==> config.mk <==
export PLATFORM = sky130hd
export DESIGN_NAME = stable_sorted_priority_queue_top_flat
export DESIGN_NICKNAME = d
export VERILOG_FILES = /design/src/hdl/sspq_pkg.sv /design/src/hdl/sspq_channels.sv /design/src/hdl/stable_sorted_priority_queue_top.sv /design/src/hdl/sspq_front.sv /design/src/hdl/sspq_queue.sv /design/src/hdl/sspq_back.sv /design/src/flat_wrapper.sv
export SDC_FILE = /design/constraint.sdc
export NUM_CORES = 2
export LEC_CHECK = 0
export ABC_AREA = 1
export BUFFER_PORTS_ARGS = -buffer_cell sky130_fd_sc_hd__buf_2
export CORE_MARGIN = 1.5
export CORE_UTILIZATION = 25
export CTS_CLUSTER_DIAMETER = 120
export DETAILED_ROUTE_END_ITERATION = 6
export GPL_TIMING_DRIVEN = 0
export SYNTH_ARGS = -nofsm -noshare
export SYNTH_HDL_FRONTEND = slang
export SYNTH_SLANG_ARGS = --single-unit
==> constraint.sdc <==
create_clock -name clk -period 7.4 [get_ports clk]
set_input_delay 1.48 -clock clk [delete_from_list [all_inputs] [get_ports clk]]
set_output_delay 1.48 -clock clk [all_outputs]
set_load 0.01 [all_outputs]
==> src/hdl/sspq_pkg.sv <==
// Shared types, codes and defaults of the sorted priority queue.
`timescale 1ns / 1ps
`default_nettype none

package sspq_pkg;

  localparam int DEPTH_DEFAULT = 16;
  localparam int QUEUE_DEPTH   = 2;

  localparam int CMD_W    = 2;
  localparam int VALUE_W  = 32;
  localparam int RANK_W   = 16;
  localparam int STATUS_W = 2;

  localparam logic [CMD_W-1:0] CMD_INSERT = 2'd0;
  localparam logic [CMD_W-1:0] CMD_DELETE = 2'd1;
  localparam logic [CMD_W-1:0] CMD_SHOW   = 2'd2;

  localparam logic [STATUS_W-1:0] ST_OK    = 2'd0;
  localparam logic [STATUS_W-1:0] ST_EMPTY = 2'd1;
  localparam logic [STATUS_W-1:0] ST_FULL  = 2'd2;

  typedef enum logic [1:0] {
    OP_INSERT,
    OP_DELETE,
    OP_SHOW
  } op_t;

  typedef struct packed {
    op_t                       op;
    logic signed [VALUE_W-1:0] value;
    logic [RANK_W-1:0]         rank;
  } cmd_t;

  typedef enum logic {
    BK_IDLE,
    BK_SHOW
  } back_state_t;

endpackage

`default_nettype wire

==> src/hdl/sspq_channels.sv <==
// Valid/ready channel interfaces for commands in and results out.
`timescale 1ns / 1ps
`default_nettype none

interface sspq_item_if;
  logic                                valid;
  logic                                ready;
  logic [sspq_pkg::CMD_W-1:0]          command;
  logic signed [sspq_pkg::VALUE_W-1:0] item_value;
  logic [sspq_pkg::RANK_W-1:0]         item_rank;

  modport source (output valid, command, item_value, item_rank, input ready);
  modport sink   (input valid, command, item_value, item_rank, output ready);
endinterface

interface sspq_result_if;
  logic                                valid;
  logic                                ready;
  logic [sspq_pkg::STATUS_W-1:0]       status;
  logic signed [sspq_pkg::VALUE_W-1:0] out_value;
  logic [sspq_pkg::RANK_W-1:0]         out_rank;
  logic                                last;

  modport source (output valid, status, out_value, out_rank, last, input ready);
  modport sink   (input valid, status, out_value, out_rank, last, output ready);
endinterface

`default_nettype wire

==> src/hdl/stable_sorted_priority_queue_top.sv <==
// Sorted priority queue, smallest rank first, equal ranks in arrival order.
// Commands enter through a two-entry queue and are carried out by a register
// store of DEPTH slots with a comparator per slot. Insert and delete sustain
// one command per cycle while the result channel is ready; the result is
// registered and presented in the cycle after the command is taken, and is
// held until the result channel is ready. Show first moves the store into its
// show state; then, while the result channel is ready, the store rotates one
// slot per cycle to bring each entry to the front. An insert on a full store
// and a delete or show on an empty one give a single result with an error
// status. Command code 3 is taken and dropped with no result.
`timescale 1ns / 1ps
`default_nettype none

module stable_sorted_priority_queue_top #(
  parameter int DEPTH = sspq_pkg::DEPTH_DEFAULT
) (
  input  logic          clk,
  input  logic          rst,
  sspq_item_if.sink     items,
  sspq_result_if.source results
);

  logic           push_valid;
  logic           push_ready;
  sspq_pkg::cmd_t push_cmd;
  logic           pop_valid;
  logic           pop_ready;
  sspq_pkg::cmd_t pop_cmd;

  sspq_front u_front (
    .items      (items),
    .push_valid (push_valid),
    .push_ready (push_ready),
    .push_cmd   (push_cmd)
  );

  sspq_queue u_queue (
    .clk        (clk),
    .rst        (rst),
    .push_valid (push_valid),
    .push_ready (push_ready),
    .push_cmd   (push_cmd),
    .pop_valid  (pop_valid),
    .pop_ready  (pop_ready),
    .pop_cmd    (pop_cmd)
  );

  sspq_back #(
    .DEPTH (DEPTH)
  ) u_back (
    .clk       (clk),
    .rst       (rst),
    .cmd_valid (pop_valid),
    .cmd_ready (pop_ready),
    .cmd       (pop_cmd),
    .results   (results)
  );

endmodule

`default_nettype wire

==> src/hdl/sspq_front.sv <==
// Front end: decode incoming commands and drop undefined codes.
`timescale 1ns / 1ps
`default_nettype none

module sspq_front (
  sspq_item_if.sink        items,
  output logic             push_valid,
  input  logic             push_ready,
  output sspq_pkg::cmd_t   push_cmd
);

  logic cmd_known;

  always_comb begin
    push_cmd.value = items.item_value;
    push_cmd.rank  = items.item_rank;
    push_cmd.op    = sspq_pkg::OP_INSERT;
    cmd_known      = 1'b1;
    case (items.command)
      sspq_pkg::CMD_INSERT: push_cmd.op = sspq_pkg::OP_INSERT;
      sspq_pkg::CMD_DELETE: push_cmd.op = sspq_pkg::OP_DELETE;
      sspq_pkg::CMD_SHOW:   push_cmd.op = sspq_pkg::OP_SHOW;
      default:              cmd_known   = 1'b0;
    endcase
  end

  assign items.ready = push_ready;
  assign push_valid  = items.valid && cmd_known;

endmodule

`default_nettype wire

==> src/hdl/sspq_queue.sv <==
// Short command queue between the front end and the sorted store.
`timescale 1ns / 1ps
`default_nettype none

module sspq_queue (
  input  logic           clk,
  input  logic           rst,
  input  logic           push_valid,
  output logic           push_ready,
  input  sspq_pkg::cmd_t push_cmd,
  output logic           pop_valid,
  input  logic           pop_ready,
  output sspq_pkg::cmd_t pop_cmd
);

  localparam int QD = sspq_pkg::QUEUE_DEPTH;
  localparam int PW = (QD > 1) ? $clog2(QD) : 1;
  localparam int FW = $clog2(QD + 1);

  sspq_pkg::cmd_t slots [QD];
  logic [PW-1:0]  wr_ptr;
  logic [PW-1:0]  rd_ptr;
  logic [FW-1:0]  fill;
  logic           do_push;
  logic           do_pop;

  assign push_ready = (fill != FW'(QD));
  assign pop_valid  = (fill != '0);
  assign pop_cmd    = slots[rd_ptr];
  assign do_push    = push_valid && push_ready;
  assign do_pop     = pop_valid && pop_ready;

  always_ff @(posedge clk) begin
    if (rst) begin
      wr_ptr <= '0;
      rd_ptr <= '0;
      fill   <= '0;
    end else begin
      if (do_push) begin
        wr_ptr <= (wr_ptr == PW'(QD - 1)) ? '0 : wr_ptr + 1'b1;
      end
      if (do_pop) begin
        rd_ptr <= (rd_ptr == PW'(QD - 1)) ? '0 : rd_ptr + 1'b1;
      end
      fill <= fill + FW'(do_push) - FW'(do_pop);
    end
  end

  always_ff @(posedge clk) begin
    if (do_push) begin
      slots[wr_ptr] <= push_cmd;
    end
  end

endmodule

`default_nettype wire

==> src/hdl/sspq_back.sv <==
// Back end: sorted register store with parallel compare, shift and show sequencer.
`timescale 1ns / 1ps
`default_nettype none

module sspq_back #(
  parameter int DEPTH = sspq_pkg::DEPTH_DEFAULT
) (
  input  logic             clk,
  input  logic             rst,
  input  logic             cmd_valid,
  output logic             cmd_ready,
  input  sspq_pkg::cmd_t   cmd,
  sspq_result_if.source    results
);

  localparam int CW = $clog2(DEPTH + 1);

  logic signed [sspq_pkg::VALUE_W-1:0] slot_values [DEPTH];
  logic [sspq_pkg::RANK_W-1:0]         slot_ranks  [DEPTH];
  logic [DEPTH-1:0]                    le;
  logic [CW-1:0]                       entry_count;
  logic [CW-1:0]                       show_pos;

  sspq_pkg::back_state_t state;
  sspq_pkg::back_state_t state_next;

  logic                                res_valid;
  logic [sspq_pkg::STATUS_W-1:0]       res_status;
  logic signed [sspq_pkg::VALUE_W-1:0] res_value;
  logic [sspq_pkg::RANK_W-1:0]         res_rank;
  logic                                res_last;

  logic                                out_free;
  logic                                is_full;
  logic                                is_empty;
  logic                                show_final;

  logic                                emit;
  logic [sspq_pkg::STATUS_W-1:0]       emit_status;
  logic signed [sspq_pkg::VALUE_W-1:0] emit_value;
  logic [sspq_pkg::RANK_W-1:0]         emit_rank;
  logic                                emit_last;
  logic                                do_insert;
  logic                                do_delete;
  logic                                do_rotate;

  assign out_free   = !res_valid || results.ready;
  assign is_full    = (entry_count == CW'(DEPTH));
  assign is_empty   = (entry_count == '0);
  assign show_final = (show_pos == (entry_count - CW'(1)));

  always_comb begin
    state_next = state;
    case (state)
      sspq_pkg::BK_IDLE: begin
        if (cmd_valid && out_free && (cmd.op == sspq_pkg::OP_SHOW) && !is_empty) begin
          state_next = sspq_pkg::BK_SHOW;
        end
      end
      sspq_pkg::BK_SHOW: begin
        if (out_free && show_final) begin
          state_next = sspq_pkg::BK_IDLE;
        end
      end
      default: state_next = sspq_pkg::BK_IDLE;
    endcase
  end

  always_comb begin
    cmd_ready   = 1'b0;
    emit        = 1'b0;
    emit_status = sspq_pkg::ST_OK;
    emit_value  = '0;
    emit_rank   = '0;
    emit_last   = 1'b1;
    do_insert   = 1'b0;
    do_delete   = 1'b0;
    do_rotate   = 1'b0;
    case (state)
      sspq_pkg::BK_IDLE: begin
        if (cmd_valid && out_free) begin
          case (cmd.op)
            sspq_pkg::OP_INSERT: begin
              cmd_ready = 1'b1;
              emit      = 1'b1;
              if (is_full) begin
                emit_status = sspq_pkg::ST_FULL;
              end else begin
                do_insert = 1'b1;
              end
            end
            sspq_pkg::OP_DELETE: begin
              cmd_ready = 1'b1;
              emit      = 1'b1;
              if (is_empty) begin
                emit_status = sspq_pkg::ST_EMPTY;
              end else begin
                do_delete  = 1'b1;
                emit_value = slot_values[0];
                emit_rank  = slot_ranks[0];
              end
            end
            sspq_pkg::OP_SHOW: begin
              if (is_empty) begin
                cmd_ready   = 1'b1;
                emit        = 1'b1;
                emit_status = sspq_pkg::ST_EMPTY;
              end
            end
            default: cmd_ready = 1'b1;
          endcase
        end
      end
      sspq_pkg::BK_SHOW: begin
        if (out_free) begin
          emit       = 1'b1;
          do_rotate  = 1'b1;
          emit_value = slot_values[0];
          emit_rank  = slot_ranks[0];
          emit_last  = show_final;
          cmd_ready  = show_final;
        end
      end
      default: begin
        cmd_ready = 1'b0;
      end
    endcase
  end

  always_ff @(posedge clk) begin
    if (rst) begin
      state       <= sspq_pkg::BK_IDLE;
      entry_count <= '0;
      show_pos    <= '0;
      res_valid   <= 1'b0;
    end else begin
      state <= state_next;
      if (do_insert) begin
        entry_count <= entry_count + CW'(1);
      end else if (do_delete) begin
        entry_count <= entry_count - CW'(1);
      end
      if (state == sspq_pkg::BK_IDLE) begin
        show_pos <= '0;
      end else if (do_rotate) begin
        show_pos <= show_pos + CW'(1);
      end
      if (emit) begin
        res_valid <= 1'b1;
      end else if (results.ready) begin
        res_valid <= 1'b0;
      end
    end
  end

  always_ff @(posedge clk) begin
    if (emit) begin
      res_status <= emit_status;
      res_value  <= emit_value;
      res_rank   <= emit_rank;
      res_last   <= emit_last;
    end
  end

  assign results.valid     = res_valid;
  assign results.status    = res_status;
  assign results.out_value = res_value;
  assign results.out_rank  = res_rank;
  assign results.last      = res_last;

  for (genvar g = 0; g < DEPTH; g++) begin : g_cell
    logic signed [sspq_pkg::VALUE_W-1:0] cell_value;
    logic [sspq_pkg::RANK_W-1:0]         cell_rank;
    logic signed [sspq_pkg::VALUE_W-1:0] up_value;
    logic [sspq_pkg::RANK_W-1:0]         up_rank;
    logic signed [sspq_pkg::VALUE_W-1:0] dn_value;
    logic [sspq_pkg::RANK_W-1:0]         dn_rank;
    logic                                le_prev;
    logic                                occupied;
    logic                                tail;

    assign occupied = (CW'(g) < entry_count);
    assign tail     = (CW'(g) == (entry_count - CW'(1)));
    assign le[g]    = occupied && (cell_rank <= cmd.rank);

    if (g == DEPTH - 1) begin : g_top
      assign up_value = cell_value;
      assign up_rank  = cell_rank;
    end else begin : g_mid
      assign up_value = slot_values[g + 1];
      assign up_rank  = slot_ranks[g + 1];
    end

    if (g == 0) begin : g_front
      assign dn_value = cmd.value;
      assign dn_rank  = cmd.rank;
      assign le_prev  = 1'b1;
    end else begin : g_rest
      assign dn_value = slot_values[g - 1];
      assign dn_rank  = slot_ranks[g - 1];
      assign le_prev  = le[g - 1];
    end

    always_ff @(posedge clk) begin
      if (do_insert && !le[g]) begin
        cell_value <= le_prev ? cmd.value : dn_value;
        cell_rank  <= le_prev ? cmd.rank : dn_rank;
      end else if (do_delete) begin
        cell_value <= up_value;
        cell_rank  <= up_rank;
      end else if (do_rotate && occupied) begin
        cell_value <= tail ? slot_values[0] : up_value;
        cell_rank  <= tail ? slot_ranks[0] : up_rank;
      end
    end

    assign slot_values[g] = cell_value;
    assign slot_ranks[g]  = cell_rank;
  end

endmodule

`default_nettype wire

==> src/flat_wrapper.sv <==
// flat-port wrapper written by rule: the top's interface ports become plain ports
module stable_sorted_priority_queue_top_flat 
#(
  parameter int DEPTH = sspq_pkg::DEPTH_DEFAULT
)
  (clk, rst, items_valid, items_command, items_item_value, items_item_rank, items_ready, results_valid, results_status, results_out_value, results_out_rank, results_last, results_ready);
  sspq_item_if items_i ();
  sspq_result_if results_i ();
  input  logic clk;
  input  logic rst;
  input wire logic [$bits(items_i.valid)-1:0] items_valid;
  input wire logic [$bits(items_i.command)-1:0] items_command;
  input wire logic [$bits(items_i.item_value)-1:0] items_item_value;
  input wire logic [$bits(items_i.item_rank)-1:0] items_item_rank;
  output wire logic [$bits(items_i.ready)-1:0] items_ready;
  output wire logic [$bits(results_i.valid)-1:0] results_valid;
  output wire logic [$bits(results_i.status)-1:0] results_status;
  output wire logic [$bits(results_i.out_value)-1:0] results_out_value;
  output wire logic [$bits(results_i.out_rank)-1:0] results_out_rank;
  output wire logic [$bits(results_i.last)-1:0] results_last;
  input wire logic [$bits(results_i.ready)-1:0] results_ready;
  assign items_i.valid = items_valid;
  assign items_i.command = items_command;
  assign items_i.item_value = items_item_value;
  assign items_i.item_rank = items_item_rank;
  assign items_ready = items_i.ready;
  assign results_valid = results_i.valid;
  assign results_status = results_i.status;
  assign results_out_value = results_i.out_value;
  assign results_out_rank = results_i.out_rank;
  assign results_last = results_i.last;
  assign results_i.ready = results_ready;
  stable_sorted_priority_queue_top #(.DEPTH(DEPTH)) u_core (.clk(clk), .rst(rst), .items(items_i), .results(results_i));
endmodule
; Word-level counts from Yosys, hierarchy flattened
; Memories as Yosys holds them, arrays and structs flattened. A register that Yosys moved wholly into a read port is not among the register bits.
; Cells that the tools add are included.
[word_totals]
register_bits = 835
wordCells = 419
mem_count = 1
ramBits = 100
[memory_table]
columns = name, words, word_bits, rd, rd_ports_with_merged_regs, write_ports, line_no
row1 = u_core.u_queue.slots, 2, 50, 1, 1, 1, sspq_queue.sv:20  ; sspq_pkg::cmd_t slots [QD];
[op_classes]
muxes = 204
n_eq_ne = 24
addsub = 7
n_reduce_logical = 106
bitwise = 2
n_lt_le_gt_ge = 32
[ops]
columns = operator, n
row1 = 2-to-1 mux 32 bit, 83
row2 = 2-to-1 mux 16 bit, 83
row3 = <= comparator 16 bit, 16
row4 = one-hot mux 32 bit (2 select lines), 1
row5 = logical AND 1 bit, 55
row6 = nonzero test 3 bit, 15
row7 = equality test 4 x 5 -> 1 bit (first input constant), 8
row8 = less-than comparator 4 x 5 -> 1 bit (first input constant), 8
row9 = one-hot mux 16 bit (2 select lines), 1
row10 = 2-to-1 mux 1 bit, 27
row11 = equality test 3 x 5 -> 1 bit (first input constant), 4
row12 = less-than comparator 3 x 5 -> 1 bit (first input constant), 4
row13 = logical NOT 1 bit, 18
row14 = adder 5 x 1 -> 5 bit (second input constant), 2
row15 = equality test 2 x 5 -> 1 bit (first input constant), 2
row16 = logical NOT 5 bit, 2
row17 = less-than comparator 1 x 5 -> 1 bit (first input constant), 2
row18 = less-than comparator 2 x 5 -> 1 bit (first input constant), 2
row19 = 2-to-1 mux 5 bit, 2
row20 = nonzero test 2 bit, 5
row21 = one-hot mux 1 bit (2 select lines), 4
row22 = one-hot mux 2 bit (2 select lines), 2
row23 = OR reduction 2 bit, 4
row24 = equality test 1 x 5 -> 1 bit (first input constant), 1
row25 = 18 further kinds, 24

; Depth between registers and ports, before layout
[depth]
depth_word = 8
mapped_depth = 25
mapped_depth_nobuf = 19

; Cells and area by module
; Synthesis repeated with hierarchy kept, for this count alone.
[unflattened]
cells_unflattened = 8862
area_unflattened_um2 = 63503.4
[by_module_without_submodules]
columns = module, seq_area_each_um2, cells_per_inst, area_each_um2, n_inst
row1 = sspq_back, 24833.8, 8615, 59004.1, 1
row2 = sspq_queue, 3103.0, 192, 4107.7, 1
row3 = sspq_front, 0.0, 55, 391.6, 1

; Worst setup path after synthesis
; OpenSTA, ideal clock, no wires.
[synth_path]
path_type = in2reg
start = input results_ready
end = register u_core.u_back.g_cell[15].cell_rank, in the netlist u_core.u_back.g_cell[14].up_rank[0], enable pin
cell_stages = 4
n_path_buf = 0
path_slack_ns = 1.342
setup_ns = 0.525
arrival_ns = 5.533
required_time_ns = 6.875
path_cell_list = nor2_1 -> nor2_1 -> nand2_1 -> o31ai_1
[synth_via]
elab_chain_len = 7
word_cells_on_any_way = 14
classes_between = eq/ne: 1 / mux: 6 / reduce/logical: 7
[synth_lines]
columns = item, line_no
row1 = start: declaration, flat_wrapper.sv:21  ; input wire logic [$bits(results_i.ready)-1:0] results_ready;
row2 = logical OR 1 bit *, sspq_back.sv:47  ; assign out_free = !res_valid || results.ready;
row3 = logical AND 1 bit, sspq_back.sv:81  ; if (cmd_valid && out_free) begin
row4 = 2-to-1 mux 1 bit, sspq_back.sv:81
row5 = 2-to-1 mux 1 bit, sspq_back.sv:79  ; case (state)
row6 = logical AND 1 bit, sspq_back.sv:205  ; if (do_insert && !le[g]) begin
row7 = inequality test 2 x 1 -> 1 bit (no line) or nonzero test 2 bit (tied branches), --
row8 = AND reduction 3 bit (no line) *, --
row9 = end signal: assignment, sspq_back.sv:207  ; cell_rank <= le_prev ? cmd.rank : dn_rank;
row10 = end signal: assignment, sspq_back.sv:210  ; cell_rank <= up_rank;
row11 = end signal: assignment, sspq_back.sv:213  ; cell_rank <= tail ? slot_ranks[0] : up_rank;
row12 = end: declaration, sspq_back.sv:173  ; logic [sspq_pkg::RANK_W-1:0] cell_rank;
; Every way passes the cells marked *; elsewhere a longest branch is shown, timed or not.
; A chain may end at the register's enable or synchronous reset.

==> results.sh <==
export IMPL_reg2reg_depth=19
export IMPL_portBuffers=106
export IMPL_vias=67400
export IMPL_p_int_mw=16.8
export IMPL_chipHeight_um=508
export IMPL_die_width_um=508
export IMPL_worstPathMaxFanout=25
export IMPL_antenna_found_initial=31
export IMPL_grt_pass1_vias=61400
export IMPL_peakVddDrop_mv=0.235
export IMPL_dieArea_mm2=0.258
export IMPL_crit_family="buffers and inverters"
export IMPL_gr_total_overflow=0
export IMPL_synth_most_common_cell="nand2_1"
export IMPL_nets=9448
export IMPL_ys_types=43
export IMPL_synth_area_leaders="edfxtp_1, nand2_1, nand3_1, ha_1, or2_2"
export IMPL_synth_top_area_frac=0.433
export IMPL_post_route_period_util=0.995
export IMPL_gp_congestion=1.04
export IMPL_multi_input_area_mm2=0.0324
export IMPL_clockRootBuffer="clkbuf_16"
export IMPL_path_cells="clkbuf_2, inv_1, buf_4, buf_2, nand2_1, nand2_2, clkbuf_4, ha_1, nand2_1, nor2_1, nand3_1, nand2_1, nand2_1, nand2_2, clkbuf_1, o211ai_1, buf_4, buf_4, buf_4"
export IMPL_cts_tree="done"
export IMPL_num_rows=185
export IMPL_fp_coreArea_mm2=0.254
export IMPL_track_usage=0.259
export IMPL_synth_avg_cell_area_um2=7.21
export IMPL_worst_pin_slew_ns=1.56
export IMPL_leakagePower_nw=33.7
export IMPL_ys_async_sr_fraction=0
export IMPL_yosys_register_bits=936
export IMPL_status="finished, violations left"
export IMPL_dp_hpwl_um=255000
export IMPL_drtIter0Drc=10600
export IMPL_critPathRequiredTime_ns=7.97
export IMPL_grt_pass1_wl_um=470000
export IMPL_cp_buffers_inverters=9
export IMPL_cp_slowest_stage_delay_ns=0.73
export IMPL_start_util=0.251
export IMPL_power_combinational_fraction=0.534
export IMPL_power_switching_mw=17.7
export IMPL_wl_per_cell_um=27.4
export IMPL_cts_path_max_buffers=3
export IMPL_dr_pass1_iters=7
export IMPL_grt_max_degree=49
export IMPL_fin_util=0.291
export IMPL_route_detailed_drc=1
export IMPL_synth_nets=9164
export IMPL_violations="design-rule violations, max-capacitance violations, max-slew violations"
export IMPL_fin_crit_ns=7.36
export IMPL_cts_sinks=936
export IMPL_yosysTopAreaCell="edfxtp_1"
export IMPL_drive_above_1_share=0.105
export IMPL_cts_inserted_buffers=118
export IMPL_area_growth_pct=16.1
export IMPL_worstReg2RegEnd="u_core.u_back.g_cell[6].up_rank[8]"
export IMPL_worstSetupEndpointType="register"
export IMPL_setup_tns_ns=0
export IMPL_synthesis_area_mm2=0.0637
export IMPL_slowest_stage="clkbuf_1"
export IMPL_min_path_type="register to register"
export IMPL_place_ws_ns=-0.614
export IMPL_drtAntennaViolNets=0
export IMPL_final_cell_count_no_fill=12600
export IMPL_clk_pin_slew_worst_paths_ns=0.06
export IMPL_synth_ff_type="edfxtp_1"
export IMPL_endpoint="u_core.u_back.g_cell[6].up_rank[8]"
export IMPL_hold_viol=0
export IMPL_worst_slack_ns=0.0401
export IMPL_via_per_inst=5.34
export IMPL_regArea_mm2=0.0279
export IMPL_io_pins=107
export IMPL_rsz0062_at_grt="no"
export IMPL_htree_num_levels=3
export IMPL_swShare=0.512
export IMPL_critical_path_arrival_ns=7.93
export IMPL_synthTopCellsByCount="nand2_1, nand3_1, edfxtp_1"
export IMPL_cap_violations=6
export IMPL_routed_wl_um=345000
export IMPL_synthCells=8839
export IMPL_seq_power_share=0.275
export IMPL_path_class="register to register"
export IMPL_relSlewSlack=-0.0468
export IMPL_finalMaxSlewViolations=39
export IMPL_fmax_mhz=136
export IMPL_regToRegSetupSlack_ns=0.04
export IMPL_insertion_delay_ns=0.83
export IMPL_clock_power_share=0.190
export IMPL_setup_viol=0
export IMPL_yosys_warnings=0
export IMPL_powerDensity_mw_per_mm2=466
export IMPL_ys_seq_area_frac=0.438
export IMPL_path_depth=19
export IMPL_n_fill_cell=28000
export IMPL_synth_edf_count=919
export IMPL_clock_skew_ns=0.0449
export IMPL_dp_cells=12400
export IMPL_startpoint_type="register"
==> logic make-up after synthesis <==
logic type,after synthesis,share of synthesized area
and+or+nand+nor,6188,0.402
DFF,936,0.438
buffers and inverters,845,0.0578
AOI/OAI and AO/OA,595,0.0481
adders and majority gates,271,0.0532
xor gates and xnor gates,4,0.000550
==> power groups by stage <==
stage | registers, mW | logic (mW) | clock network [mW]
2_1_floorplan | 9.20 | 9.90 | 0
3_3_place_gp | 9.77 | 16.9 | 0
3_5_place_dp | 9.52 | 17.5 | 0
4_1_cts | 9.43 | 17.6 | 6.53
5_1_grt | 9.58 | 19.4 | 6.71
6_report | 9.50 | 18.4 | 6.57
==> stage by stage <==
stage / power [mW] / instance area [µm²] / hold WS (ns)
after detailed placement: 27.1 / 69700 / 0.477
after global placement: 26.7 / 68500 / 0.470
final: 34.5 / 74000 / 0.501
after CTS: 33.6 / 73900 / 0.497
after floorplan: 19.1 / 63700 / 0.455
after global routing: 35.7 / 74000 / 0.521
==> what timing repair did <==
item | CTS | global route
hold endpoints to repair | 0 | 0
pin swaps | 0 | 0
gates resized for setup | 4 | 2
setup endpoints to repair | 310 | 141
hold buffers | 0 | 0
setup buffers | 0 | 3
==> worst min-delay path by stage <==
| stage | start | to | slack [ns] | depth (start not counted) |
|---|---|---|---|---|
| after floorplan | u_core.u_back.show_pos[3] | u_core.u_back.show_pos[3] | 0.46 | 1 |
| after global placement | u_core.u_queue.wr_ptr | u_core.u_queue.wr_ptr | 0.47 | 2 |
| after detailed placement | u_core.u_back.show_pos[4] | u_core.u_back.show_pos[4] | 0.48 | 2 |
| after CTS | u_core.u_back.show_pos[4] | u_core.u_back.show_pos[4] | 0.50 | 2 |
| after global routing | u_core.u_back.show_pos[4] | u_core.u_back.show_pos[4] | 0.52 | 2 |
| final | u_core.u_back.show_pos[4] | u_core.u_back.show_pos[4] | 0.50 | 2 |
==> worst min-delay path, stage by stage (launching register included) <==
cell     delay, ns
dfxtp_1       0.31
inv_1         0.08
a21oi_1       0.06
==> sequential cells by signal, indices dropped and copies added (netlist names), 5 cells and up, named ones only <==
signal	cells
u_core.u_back.results.out_value	32
u_core.u_back.show_pos	5
u_core.u_back.g_cell.dn_value	32
u_core.u_back.g_cell.up_value	416
u_core.u_back.g_cell.up_rank	208
u_core.u_back.g_cell.dn_rank	16
u_core.u_back.results.out_rank	16
u_core.u_back.g_cell.cell_rank	32
u_core.u_back.g_cell.cell_value	64
u_core.u_queue.slots	100
u_core.u_back.entry_count	5
==> layout by cell type (no fill, tap or decap), types with 6 or more instances in the layout <==
cell,n
inv_2,30
buf_2,238
buf_12,7
ha_1,271
buf_1,79
clkinv_1,23
inv_1,169
nand2_2,22
nand2_1,4499
nor2_4,8
o21ai_4,11
nor3_1,19
o211ai_1,6
edfxtp_1,919
clkbuf_1,374
o21ai_0,251
a21oi_1,152
nand4_1,18
buf_16,18
nand3_1,1082
or2_2,298
clkinv_2,23
bufinv_16,24
nor2_2,8
buf_4,70
buf_8,6
o21ai_1,140
nand2_4,12
a21o_1,15
diode_2,11
nor2_1,206
dfxtp_1,17
nand3_4,6
clkbuf_16,121
buf_6,28
==> routing by layer <==
layer | GRT usage | part of all wire
met5 | 0 | 0.00033
met4 | 0.195 | 0.087
met3 | 0.0696 | 0.13
met2 | 0.376 | 0.41
met1 | 0.326 | 0.37
==> area by class of cell <==
cell class              instances  share of cell area
flip-flops and latches        936               0.378
multi-input cells            7058               0.438
diodes                         11            0.000372
plain buffers                 644              0.0397
clock inverters                83              0.0145
clock buffers                 141              0.0423
well taps                    3366              0.0569
repair buffers                164              0.0201
inverters                     201              0.0103
Power figures use the tool's default switching activity.
